### src/design/oaa_pkg.sv
`timescale 1ns / 1ps

package oaa_pkg;

  localparam int VALUE_W = 23;
  localparam int COUNT_W = 11;
  localparam int ACC_W   = 33;
  localparam int RANGE_W = 2;
  localparam int KIND_W  = 2;
  localparam int CFG_W   = 11;
  localparam int IDX_W   = 2;
  localparam int QSTEP_W = $clog2(ACC_W + 1);

  localparam int MAX_OVERSAMPLING = 1024;

  // result kinds
  localparam logic [KIND_W-1:0] KIND_INVALID = 2'd0;
  localparam logic [KIND_W-1:0] KIND_COUNTED = 2'd1;
  localparam logic [KIND_W-1:0] KIND_AVERAGE = 2'd2;

  // configuration register indexes
  localparam logic [IDX_W-1:0] REG_OVERSAMPLING  = 2'd0;
  localparam logic [IDX_W-1:0] REG_INITIAL_RANGE = 2'd1;

  // full-scale range codes
  localparam logic [RANGE_W-1:0] RANGE_256MV  = 2'd0;
  localparam logic [RANGE_W-1:0] RANGE_512MV  = 2'd1;
  localparam logic [RANGE_W-1:0] RANGE_1024MV = 2'd2;
  localparam logic [RANGE_W-1:0] RANGE_2048MV = 2'd3;

  localparam logic [CFG_W-1:0]   OVERSAMPLING_RST  = 11'd16;
  localparam logic [RANGE_W-1:0] INITIAL_RANGE_RST = RANGE_2048MV;

  localparam logic signed [VALUE_W-1:0] THRESH_512MV  = 23'sd171000;
  localparam logic signed [VALUE_W-1:0] THRESH_1024MV = 23'sd426000;
  localparam logic signed [VALUE_W-1:0] THRESH_2048MV = 23'sd683000;

  localparam logic signed [VALUE_W-1:0] AVG_MAX = {1'b0, {(VALUE_W-1){1'b1}}};
  localparam logic signed [VALUE_W-1:0] AVG_MIN = {1'b1, {(VALUE_W-1){1'b0}}};

  typedef enum logic {
    ST_IDLE,
    ST_DIV
  } state_t;

  function automatic logic [RANGE_W-1:0] range_for(input logic signed [VALUE_W-1:0] v);
    logic [RANGE_W-1:0] code;
    if (v < THRESH_512MV) begin
      code = RANGE_256MV;
    end else if (v < THRESH_1024MV) begin
      code = RANGE_512MV;
    end else if (v < THRESH_2048MV) begin
      code = RANGE_1024MV;
    end else begin
      code = RANGE_2048MV;
    end
    return code;
  endfunction

endpackage

### src/design/oaa_in_if.sv
`timescale 1ns / 1ps

interface oaa_in_if;
  import oaa_pkg::*;

  logic                      valid;
  logic                      ready;
  logic                      sample_ok;
  logic signed [VALUE_W-1:0] sample_value;

  modport source (output valid, output sample_ok, output sample_value, input ready);
  modport sink   (input valid, input sample_ok, input sample_value, output ready);
endinterface

### src/design/oaa_out_if.sv
`timescale 1ns / 1ps

interface oaa_out_if;
  import oaa_pkg::*;

  logic                      valid;
  logic                      ready;
  logic [KIND_W-1:0]         kind;
  logic [COUNT_W-1:0]        sample_count;
  logic signed [VALUE_W-1:0] average;
  logic                      range_changed;
  logic [RANGE_W-1:0]        range_code;

  modport source (output valid, output kind, output sample_count, output average,
                  output range_changed, output range_code, input ready);
  modport sink   (input valid, input kind, input sample_count, input average,
                  input range_changed, input range_code, output ready);
endinterface

### src/design/oaa_divider.sv
`timescale 1ns / 1ps

module oaa_divider (
  input  logic                               clk,
  input  logic                               rst,
  input  logic                               start,
  input  logic signed [oaa_pkg::ACC_W-1:0]   dividend,
  input  logic [oaa_pkg::COUNT_W-1:0]        divisor,
  output logic                               done,
  output logic signed [oaa_pkg::VALUE_W-1:0] quotient
);
  import oaa_pkg::*;

  logic               busy;
  logic [QSTEP_W-1:0] step;
  logic               neg;
  logic [ACC_W-1:0]   quot;
  logic [COUNT_W-1:0] rem;
  logic [COUNT_W-1:0] dvs;

  logic [ACC_W-1:0]   mag;
  logic [COUNT_W:0]   shifted;
  logic [COUNT_W+1:0] diff;
  logic               fits;

  always_comb begin
    mag     = dividend[ACC_W-1] ? ACC_W'(-dividend) : ACC_W'(dividend);
    shifted = {rem, quot[ACC_W-1]};
    diff    = {1'b0, shifted} - {2'b00, dvs};
    fits    = !diff[COUNT_W+1];
  end

  assign done = busy && (step == '0);

  // magnitude quotient, sign restored and clipped to the 23-bit range
  always_comb begin
    if (neg) begin
      if (quot > ACC_W'({1'b1, {(VALUE_W-1){1'b0}}})) begin
        quotient = AVG_MIN;
      end else begin
        quotient = VALUE_W'(-quot[VALUE_W-1:0]);
      end
    end else begin
      if (quot > ACC_W'(AVG_MAX)) begin
        quotient = AVG_MAX;
      end else begin
        quotient = quot[VALUE_W-1:0];
      end
    end
  end

  always_ff @(posedge clk) begin
    if (rst) begin
      busy <= 1'b0;
      step <= '0;
    end else if (start) begin
      busy <= 1'b1;
      step <= QSTEP_W'(ACC_W);
    end else if (busy) begin
      if (step != '0) begin
        step <= step - QSTEP_W'(1);
      end else begin
        busy <= 1'b0;
      end
    end
  end

  // restoring division, one quotient bit shifted in per cycle
  always_ff @(posedge clk) begin
    if (start) begin
      neg  <= dividend[ACC_W-1];
      quot <= mag;
      rem  <= '0;
      dvs  <= divisor;
    end else if (busy && (step != '0)) begin
      rem  <= fits ? diff[COUNT_W-1:0] : shifted[COUNT_W-1:0];
      quot <= {quot[ACC_W-2:0], fits};
    end
  end

endmodule

### src/design/oversample_average_autorange_core.sv
`timescale 1ns / 1ps

// Autoranging oversampling averager. Each sample transfer yields exactly one result: an
// invalid sample or a counted sample gives its result in the cycle after the transfer, and
// the sample that completes a block of oversampling samples gives the average when the
// divider is done, so such an item occupies the block until then. The bit-serial restoring
// divider produces one of the 33 quotient bits per cycle; no new sample is taken while it
// runs. A new sample is taken while the output register is empty or being emptied.
// Configuration writes (index 0 oversampling, index 1 initial range) take effect at once;
// writing the initial range also loads the current range.
module oversample_average_autorange_core (
  input  logic                        clk,
  input  logic                        rst,
  input  logic                        cfg_we,
  input  logic [oaa_pkg::IDX_W-1:0]   cfg_index,
  input  logic [oaa_pkg::CFG_W-1:0]   cfg_data,
  oaa_in_if.sink                      sample_in,
  oaa_out_if.source                   result_out
);
  import oaa_pkg::*;

  state_t                    state;
  state_t                    state_next;
  logic [CFG_W-1:0]          oversampling;
  logic [RANGE_W-1:0]        current_range;
  logic signed [ACC_W-1:0]   accumulator;
  logic [COUNT_W-1:0]        sample_counter;
  logic                      pend_changed;

  logic                      out_valid;
  logic [KIND_W-1:0]         out_kind;
  logic [COUNT_W-1:0]        out_count;
  logic signed [VALUE_W-1:0] out_avg;
  logic                      out_changed;
  logic [RANGE_W-1:0]        out_range;

  logic                      in_xfer;
  logic                      out_free;
  logic [COUNT_W-1:0]        os_eff;
  logic [RANGE_W-1:0]        new_code;
  logic                      code_changed;
  logic signed [ACC_W-1:0]   acc_sum;
  logic [COUNT_W-1:0]        cnt_inc;
  logic                      block_done;
  logic                      div_start;
  logic                      div_done;
  logic signed [VALUE_W-1:0] div_quot;

  assign out_free        = !out_valid || result_out.ready;
  assign sample_in.ready = (state == ST_IDLE) && out_free;
  assign in_xfer         = sample_in.valid && sample_in.ready;

  always_comb begin
    if (oversampling == '0) begin
      os_eff = COUNT_W'(1);
    end else if (oversampling > COUNT_W'(MAX_OVERSAMPLING)) begin
      os_eff = COUNT_W'(MAX_OVERSAMPLING);
    end else begin
      os_eff = oversampling;
    end
    new_code     = range_for(sample_in.sample_value);
    code_changed = new_code != current_range;
    acc_sum      = accumulator + {{(ACC_W-VALUE_W){sample_in.sample_value[VALUE_W-1]}},
                                  sample_in.sample_value};
    cnt_inc      = sample_counter + COUNT_W'(1);
    block_done   = cnt_inc >= os_eff;
    div_start    = in_xfer && sample_in.sample_ok && block_done;
  end

  oaa_divider u_div (
    .clk      (clk),
    .rst      (rst),
    .start    (div_start),
    .dividend (acc_sum),
    .divisor  (os_eff),
    .done     (div_done),
    .quotient (div_quot)
  );

  always_ff @(posedge clk) begin
    if (rst) begin
      state <= ST_IDLE;
    end else begin
      state <= state_next;
    end
  end

  always_comb begin
    state_next = state;
    unique case (state)
      ST_IDLE: begin
        if (div_start) begin
          state_next = ST_DIV;
        end
      end
      ST_DIV: begin
        if (div_done) begin
          state_next = ST_IDLE;
        end
      end
      default: state_next = ST_IDLE;
    endcase
  end

  always_ff @(posedge clk) begin
    if (rst) begin
      oversampling   <= OVERSAMPLING_RST;
      current_range  <= INITIAL_RANGE_RST;
      accumulator    <= '0;
      sample_counter <= '0;
    end else begin
      if (in_xfer && sample_in.sample_ok) begin
        current_range <= new_code;
        if (block_done) begin
          accumulator    <= '0;
          sample_counter <= '0;
        end else begin
          accumulator    <= acc_sum;
          sample_counter <= cnt_inc;
        end
      end
      if (cfg_we) begin
        unique case (cfg_index)
          REG_OVERSAMPLING: oversampling <= cfg_data;
          // the sensor is taken to be in the written range right away
          REG_INITIAL_RANGE: current_range <= cfg_data[RANGE_W-1:0];
          default: ;
        endcase
      end
    end
  end

  // output register
  always_ff @(posedge clk) begin
    if (rst) begin
      out_valid <= 1'b0;
    end else if (div_done || in_xfer) begin
      out_valid <= !(in_xfer && div_start);
    end else if (result_out.ready) begin
      out_valid <= 1'b0;
    end
  end

  always_ff @(posedge clk) begin
    if (div_done) begin
      out_kind    <= KIND_AVERAGE;
      out_count   <= '0;
      out_avg     <= div_quot;
      out_changed <= pend_changed;
      out_range   <= current_range;
    end else if (in_xfer) begin
      pend_changed <= code_changed;
      out_avg      <= '0;
      if (!sample_in.sample_ok) begin
        out_kind    <= KIND_INVALID;
        out_count   <= '0;
        out_changed <= 1'b0;
        out_range   <= current_range;
      end else begin
        out_kind    <= KIND_COUNTED;
        out_count   <= cnt_inc;
        out_changed <= code_changed;
        out_range   <= new_code;
      end
    end
  end

  assign result_out.valid         = out_valid;
  assign result_out.kind          = out_kind;
  assign result_out.sample_count  = out_count;
  assign result_out.average       = out_avg;
  assign result_out.range_changed = out_changed;
  assign result_out.range_code    = out_range;

endmodule

### src/flat_wrapper.sv
// flat-port wrapper written by rule: the top's interface ports become plain ports
module oversample_average_autorange_core_flat import oaa_pkg::*;
  (clk, rst, cfg_we, cfg_index, cfg_data, sample_in_valid, sample_in_sample_ok, sample_in_sample_value, sample_in_ready, result_out_valid, result_out_kind, result_out_sample_count, result_out_average, result_out_range_changed, result_out_range_code, result_out_ready);
  oaa_in_if sample_in_i ();
  oaa_out_if result_out_i ();
  input  logic clk;
  input  logic rst;
  input  logic cfg_we;
  input  logic [oaa_pkg::IDX_W-1:0] cfg_index;
  input  logic [oaa_pkg::CFG_W-1:0] cfg_data;
  input wire logic [$bits(sample_in_i.valid)-1:0] sample_in_valid;
  input wire logic [$bits(sample_in_i.sample_ok)-1:0] sample_in_sample_ok;
  input wire logic [$bits(sample_in_i.sample_value)-1:0] sample_in_sample_value;
  output wire logic [$bits(sample_in_i.ready)-1:0] sample_in_ready;
  output wire logic [$bits(result_out_i.valid)-1:0] result_out_valid;
  output wire logic [$bits(result_out_i.kind)-1:0] result_out_kind;
  output wire logic [$bits(result_out_i.sample_count)-1:0] result_out_sample_count;
  output wire logic [$bits(result_out_i.average)-1:0] result_out_average;
  output wire logic [$bits(result_out_i.range_changed)-1:0] result_out_range_changed;
  output wire logic [$bits(result_out_i.range_code)-1:0] result_out_range_code;
  input wire logic [$bits(result_out_i.ready)-1:0] result_out_ready;
  assign sample_in_i.valid = sample_in_valid;
  assign sample_in_i.sample_ok = sample_in_sample_ok;
  assign sample_in_i.sample_value = sample_in_sample_value;
  assign sample_in_ready = sample_in_i.ready;
  assign result_out_valid = result_out_i.valid;
  assign result_out_kind = result_out_i.kind;
  assign result_out_sample_count = result_out_i.sample_count;
  assign result_out_average = result_out_i.average;
  assign result_out_range_changed = result_out_i.range_changed;
  assign result_out_range_code = result_out_i.range_code;
  assign result_out_i.ready = result_out_ready;
  oversample_average_autorange_core u_core (.clk(clk), .rst(rst), .cfg_we(cfg_we), .cfg_index(cfg_index), .cfg_data(cfg_data), .sample_in(sample_in_i), .result_out(result_out_i));
endmodule
### config.mk
export PLATFORM = sky130hd
export DESIGN_NAME = oversample_average_autorange_core_flat
export DESIGN_NICKNAME = d
export VERILOG_FILES = /design/src/design/oaa_pkg.sv /design/src/design/oaa_in_if.sv /design/src/design/oaa_out_if.sv /design/src/design/oaa_divider.sv /design/src/design/oversample_average_autorange_core.sv /design/src/flat_wrapper.sv
export SDC_FILE = /design/constraint.sdc
export NUM_CORES = 1
export LEC_CHECK = 0
export BUFFER_PORTS_ARGS = -buffer_cell sky130_fd_sc_hd__buf_2
export CORE_ASPECT_RATIO = 1.1
export CORE_MARGIN = 2
export CORE_UTILIZATION = 35
export DETAILED_ROUTE_END_ITERATION = 6
export PLACE_DENSITY_LB_ADDON = 0.12
export SYNTH_ARGS = -nofsm -noshare
export SYNTH_HDL_FRONTEND = slang
export SYNTH_SLANG_ARGS = --single-unit
### constraint.sdc
create_clock -name clk -period 10.78 [get_ports clk]
set_clock_uncertainty 0.1 [all_clocks]
set_input_delay 2.156 -clock clk [delete_from_list [all_inputs] [get_ports clk]]
set_output_delay 2.156 -clock clk [all_outputs]
set_load 0.02 [all_outputs]
Word level (Yosys, flattened, before mapping)
Cells that the tools add are included.

Add/subtract/negate cells: 6. $lt $le $gt $ge: 7. Equality and inequality tests: 2. Multiplexer cells: 38. Bitwise gates (word level): 2. Reductions and logical operators: 26.

Operator list (count): $mux W33 (4); $mux W23 (5); $mux W11 (5); $add A33 B33 Y33 (1); $gt A33 B22 Y1 const B (1); $gt A33 B23 Y1 const B (1); $neg A33 Y33 (1); $lt A23 B19 Y1 const B (1); $lt A23 B20 Y1 const B (1); $lt A23 B21 Y1 const B (1); $neg A23 Y23 (1); $mux W6 (3); $mux W2 (8); $sub A12 B11 Y13 (1); $mux W1 (12); $add A11 B1 Y11 const B (1); $ge A11 B11 Y1 (1); $gt A11 B11 Y1 const B (1); $logic_not A11 Y1 (1); $reduce_bool A2 Y1 (5); $reduce_and A2 Y1 (4); $logic_and A1 B1 Y1 (7); $logic_not A6 Y1 (1); $reduce_bool A6 Y1 (1); other kinds (9) (13).

Register bits: 162. Input bits: 42. Output and inout bits: 41. Word-level logic and storage cells: 100.

Depth between registers and ports, before layout
Word-level depth: 9. Gate-level depth with buffers: 16. Depth with buffers taken out: 15.

Modules after synthesis
A second synthesis with hierarchy kept.

Cells, all modules: 1250. Area total of the unflattened synthesis: 10572.6 µm².

Modules (own cells, without submodules): oversample_average_autorange_core (instances 1, cells an instance 702, area an instance 6040.8 µm², sequential area each 2252.2 µm²); oaa_divider (instances 1, cells an instance 548, area an instance 4531.8 µm², sequential area each 1711.6 µm²).

Worst setup path before layout
Ideal clock, no wire load.

Path kind: input to register. From: input sample_in_sample_value[0]. To: register u_core.u_div.quot[29] (data pin). Setup time: 0.261 ns. Data arrival time: 5.047 ns. Required time: 10.419 ns. Slack: 5.372 ns. Stages on the path: 13. Buffers on the path: 1. Cells stage by stage: ha_1 -> fa_1 -> a21oi_1 -> o21ai_2 -> a21oi_2 -> xor2_2 -> nand3_1 -> or3_1 -> buf_2 -> or3_4 -> nor4_4 -> mux2i_1 -> nand3_1.

Longest elaborated chain between the ends: 4.

Ends and longest elaborated chain: start: declaration (line flat_wrapper.sv:13) `input wire logic [$bits(sample_in_i.sample_value)-1:0] sample_in_sample_value;`; $add A33 B33 Y33 (*) (line oversample_average_autorange_core.sv:63) `acc_sum = accumulator + {{(ACC_W-VALUE_W){sample_in.sample_value[VALUE_W-1]}},`; $neg A33 Y33 (line oaa_divider.sv:27) `mag = dividend[ACC_W-1] ? ACC_W'(-dividend) : ACC_W'(dividend);`; $mux W33 (*) (line oaa_divider.sv:27); $mux W33 (*) (line oaa_divider.sv:70) `if (start) begin`; end signal: assignment (line oaa_divider.sv:72) `quot <= mag;`; end signal: assignment (line oaa_divider.sv:77) `quot <= {quot[ACC_W-2:0], fits};`; end: declaration (line oaa_divider.sv:17) `logic [ACC_W-1:0] quot;`.

Mark *: on every way between the ends. The rest lies on a longest branch, timed or not. A chain may end at the register's enable or synchronous reset.

Worst setup path in the final report
From: register u_core.sample_counter[0]. To: register u_core.u_div.quot[31] (data pin).

Longest elaborated chain between the ends: 4.

Ends and longest elaborated chain: start: declaration (line oversample_average_autorange_core.sv:27) `logic [COUNT_W-1:0] sample_counter;`; start signal: assignment (line oversample_average_autorange_core.sv:119) `sample_counter <= cnt_inc;`; $add A11 B1 Y11 (line oversample_average_autorange_core.sv:65) `cnt_inc = sample_counter + COUNT_W'(1);`; $ge A11 B11 Y1 (line oversample_average_autorange_core.sv:66) `block_done = cnt_inc >= os_eff;`; $logic_and A1 B1 Y1 (line oversample_average_autorange_core.sv:67) `div_start = in_xfer && sample_in.sample_ok && block_done;`; net u_core.div_start (line oversample_average_autorange_core.sv:45) `logic div_start;`; $mux W33 (line oaa_divider.sv:70).

The timed path passes the listed nets, and every way through them passes these cells.

==> flow_summary.toml <==
[floorplanning]
start_util_pct = 35.5
core-area_mm2 = 0.0304
die_h_um = 188
dieWidth_um = 172
rows = 67
ios = 83
die-area_mm2 = 0.0323

[drt]
ant_nets = 0
wl_um = 29800
num_vias = 9517
viasPerCell = 5.38
wl_per_cell_um = 16.9
firstDrtPassIters = 5
drt_iter0_drc = 648
route.detailed.drc = 0

[synth]
netlist.area_leader.share_pct = 20.0
yosysSeqAreaShare_pct = 36.7
synthCells = 1297
synth_top_cell_by_area = "edfxtp_1"
synth-edff-count = 72
synth_ff_type = "dfxtp_1"
synth.distinct_cells = 86
yosysWarnings = 0
synth_area_leaders = "edfxtp_1 20%, dfxtp_1 17%, ha_1 6.9%"
synth_area_mm2 = 0.0108
synthesis.nets = 1401
async_reset_ff_share_pct = 0
avgSynthCellArea_um2 = 8.33
synth-seq-cells = 162

[hold_path]
min_path_type = "reg -> reg"
hold_start = "u_core.result_out.kind[1]$_SDFFE_PP1P_"

[pwr]
p_sw_mw = 0.596
p_total_mw = 1.79
clock_power_share_pct = 34.4
comb_power_share_pct = 26.5
sw_frac_of_total_pct = 33.2
pwr-share-seq_pct = 39.1
internal_power_mw = 1.20
powerDensity_mw_per_mm2 = 147
vdd_drop_max_v = 0.0000907
p_leak_nw = 4.80

[critical_path]
cp-start-kind = "flip-flop"
r2r-start = "u_core.sample_counter[0]$_SDFFE_PP0P_"
cp_max_fo = 84
crit_start = "u_core.sample_counter[0]$_SDFFE_PP0P_"
r2r_slack_ns = 5.11
cp.required_ns = 10.85
cp_data_arrival_time_ns = 5.75
worstSetupPathType = "reg -> reg"
end_kind = "flip-flop"

[timing]
rsz0062_at_grt = "no"
worst_pin_slew_ns = 1.07
timing.fmax_mhz = 176
finalCritPeriodShare_pct = 52.6
holdWs_ns = 0.347
slew_headroom_pct = 28.0
setup_viol_count_final = 0
layout_min_cycle_time_ns = 5.67
final_hold_viol_count = 0
final.setup.tns_ns = 0
fin_ws_ns = 5.11
drv_slew = 0

[cells_and_area]
final_cells = 1768
n_antenna_cell = 0
mostFrequentLayoutCell = "nand2_1"
nets = 1445
drive_above_1_share_pct = 12.6
layout_common_cells = "153 x nand2_1, 133 x nor2_1, 129 x a21oi_1"
stdcell_area_mm2 = 0.0122
area_delta_synth_final_pct = 12.6
fin_util_pct = 40.0
n_fill_cell = 3112
seq_area_mm2 = 0.00396
multi_input_area_mm2 = 0.00642

[clocking]
cts_root_buf = "clkbuf_16"
insertion_delay_ns = 0.44
cts_resized = 0
post_cts_buffers = 0
cts_tree = "built"
path_clk_slew_ns = 0.07
cts.sinks = 162
cts_hold_buffers = 0
numCtsBuffers = 17
cts_max_level = 4
cts_max_path_buffers = 2

[global_routing]
grt_usage_pct = 18.7
antenna_found_initial = 0
grt_max_degree = 85
grt_pass1_vias = 9004
grt-ovfl-total = 0
grt_first_pass_wirelength_um = 48400

[place]
gp_congestion = 0.870
dpl_cell_area_mm2 = 0.0116
hpwlAfterDp_um = 21500
port_buffers = 82
place_inst = 1736
place_ws_ns = 4.97

[flow_run]
maxCapViolations = 0

[status]
status = "completed"
## area by class of cell
| cell class | instances | share of cell area (%) |
|---|---|---|
| inverters | 45 | 1.39 |
| well taps | 414 | 4.26 |
| clock inverters | 11 | 0.720 |
| multi-input cells | 1020 | 52.7 |
| clock buffers | 21 | 4.14 |
| repair buffers | 95 | 4.17 |
| flip-flops and latches | 162 | 32.6 |
## worst max-delay path: stages (launching register included)
cell	delay, ns
dfxtp_1	0.46
ha_1	0.28
nand3_1	0.19
nor2_1	0.31
nand3_1	0.14
xnor2_1	0.46
ha_1	0.35
a2111oi_0	0.45
o21a_1	0.22
o31ai_2	0.07
buf_4	0.22
nand2_2	0.09
buf_4	0.60
clkinv_1	0.80
o2111a_1	0.39
a31oi_1	0.14
o211ai_1	0.11
## metal layers
metal	track usage (%)	vias to the layer above	routed length, um
met4	4.99	0	388
met2	28.5	184	13100
met5	0	-	0
met3	2.54	23	925
li1	-	4818	-
met1	27.5	4492	15400
## cells in the mapped netlist, types with 4 or more instances
master and count:
nand2_1 156, nor2_1 133, a21oi_1 129, dfxtp_1 90
edfxtp_1 72, o21ai_0 61, ha_1 60, clkbuf_1 57
nand3_1 55, nor3_1 45, inv_1 43, xnor2_1 39
xor2_1 29, a21o_1 22, a31oi_1 22, o21ai_1 22
a22oi_1 17, nand4_1 16, or3_1 16, mux2i_1 14
a311oi_1 12, and3_1 11, o21a_1 10, a211oi_1 9
buf_2 8, nand2b_1 8, nand3b_1 8, nor4_1 8
nor2b_1 7, o211ai_1 6, o21bai_1 6, and2_1 5
o22ai_1 5, or4_1 5, buf_1 4, nor3b_1 4
o311a_1 4, o31ai_1 4, o41ai_2 4, or2_2 4
## path summary, 6_finish.rpt
path / end / cells past startpoint
hold / removal: u_core.result_out.kind[1]$_SDFFE_PP1P_ / 2
setup / recovery: u_core.u_div.quot[31]$_DFFE_PP_ / 16
hold reg to reg: u_core.result_out.kind[1]$_SDFFE_PP1P_ / 2
setup reg to reg: u_core.u_div.quot[31]$_DFFE_PP_ / 16
## power by group through the flow
stage	Sequential (mW)	Combinational (mW)	Clock (mW)
after floorplan	0.720	0.348	0
after global placement	0.714	0.471	0
after detailed placement	0.715	0.472	0
after CTS	0.702	0.474	0.635
after global routing	0.706	0.530	0.661
final	0.702	0.475	0.617
## state kept, by name, summed over array words and instances, names as in the netlist
name                             count
u_core.result_out.sample_count      11
u_core.sample_counter               11
u_core.u_div.busy                    1
u_core.state                         1
u_core.result_out.range_code         2
u_core.accumulator                  33
u_core.result_out.valid              1
u_core.result_out.average           23
u_core.u_div.step                    6
u_core.u_div.quot                   33
u_core.u_div.rem                    11
u_core.u_div.dvs                    11
u_core.result_out.range_changed      1
u_core.u_div.neg                     1
u_core.current_range                 2
u_core.oversampling                 11
u_core.result_out.kind               2
u_core.pend_changed                  1
## kinds of logic (layout without fill, tap and decap cells)
group | after synthesis | count (layout) | synth area share, %
AOI/OAI and AO/OA | 371 | 371 | 22.1
adders and majority gates | 62 | 62 | 7.32
muxes | 16 | 16 | 1.51
buffers and inverters | 115 | 172 | 4.16
and+or+nand+nor | 499 | 499 | 22.2
xor gates and xnor gates | 72 | 72 | 6.11
DFF | 162 | 162 | 36.7
(Power assumes the default switching activity.)
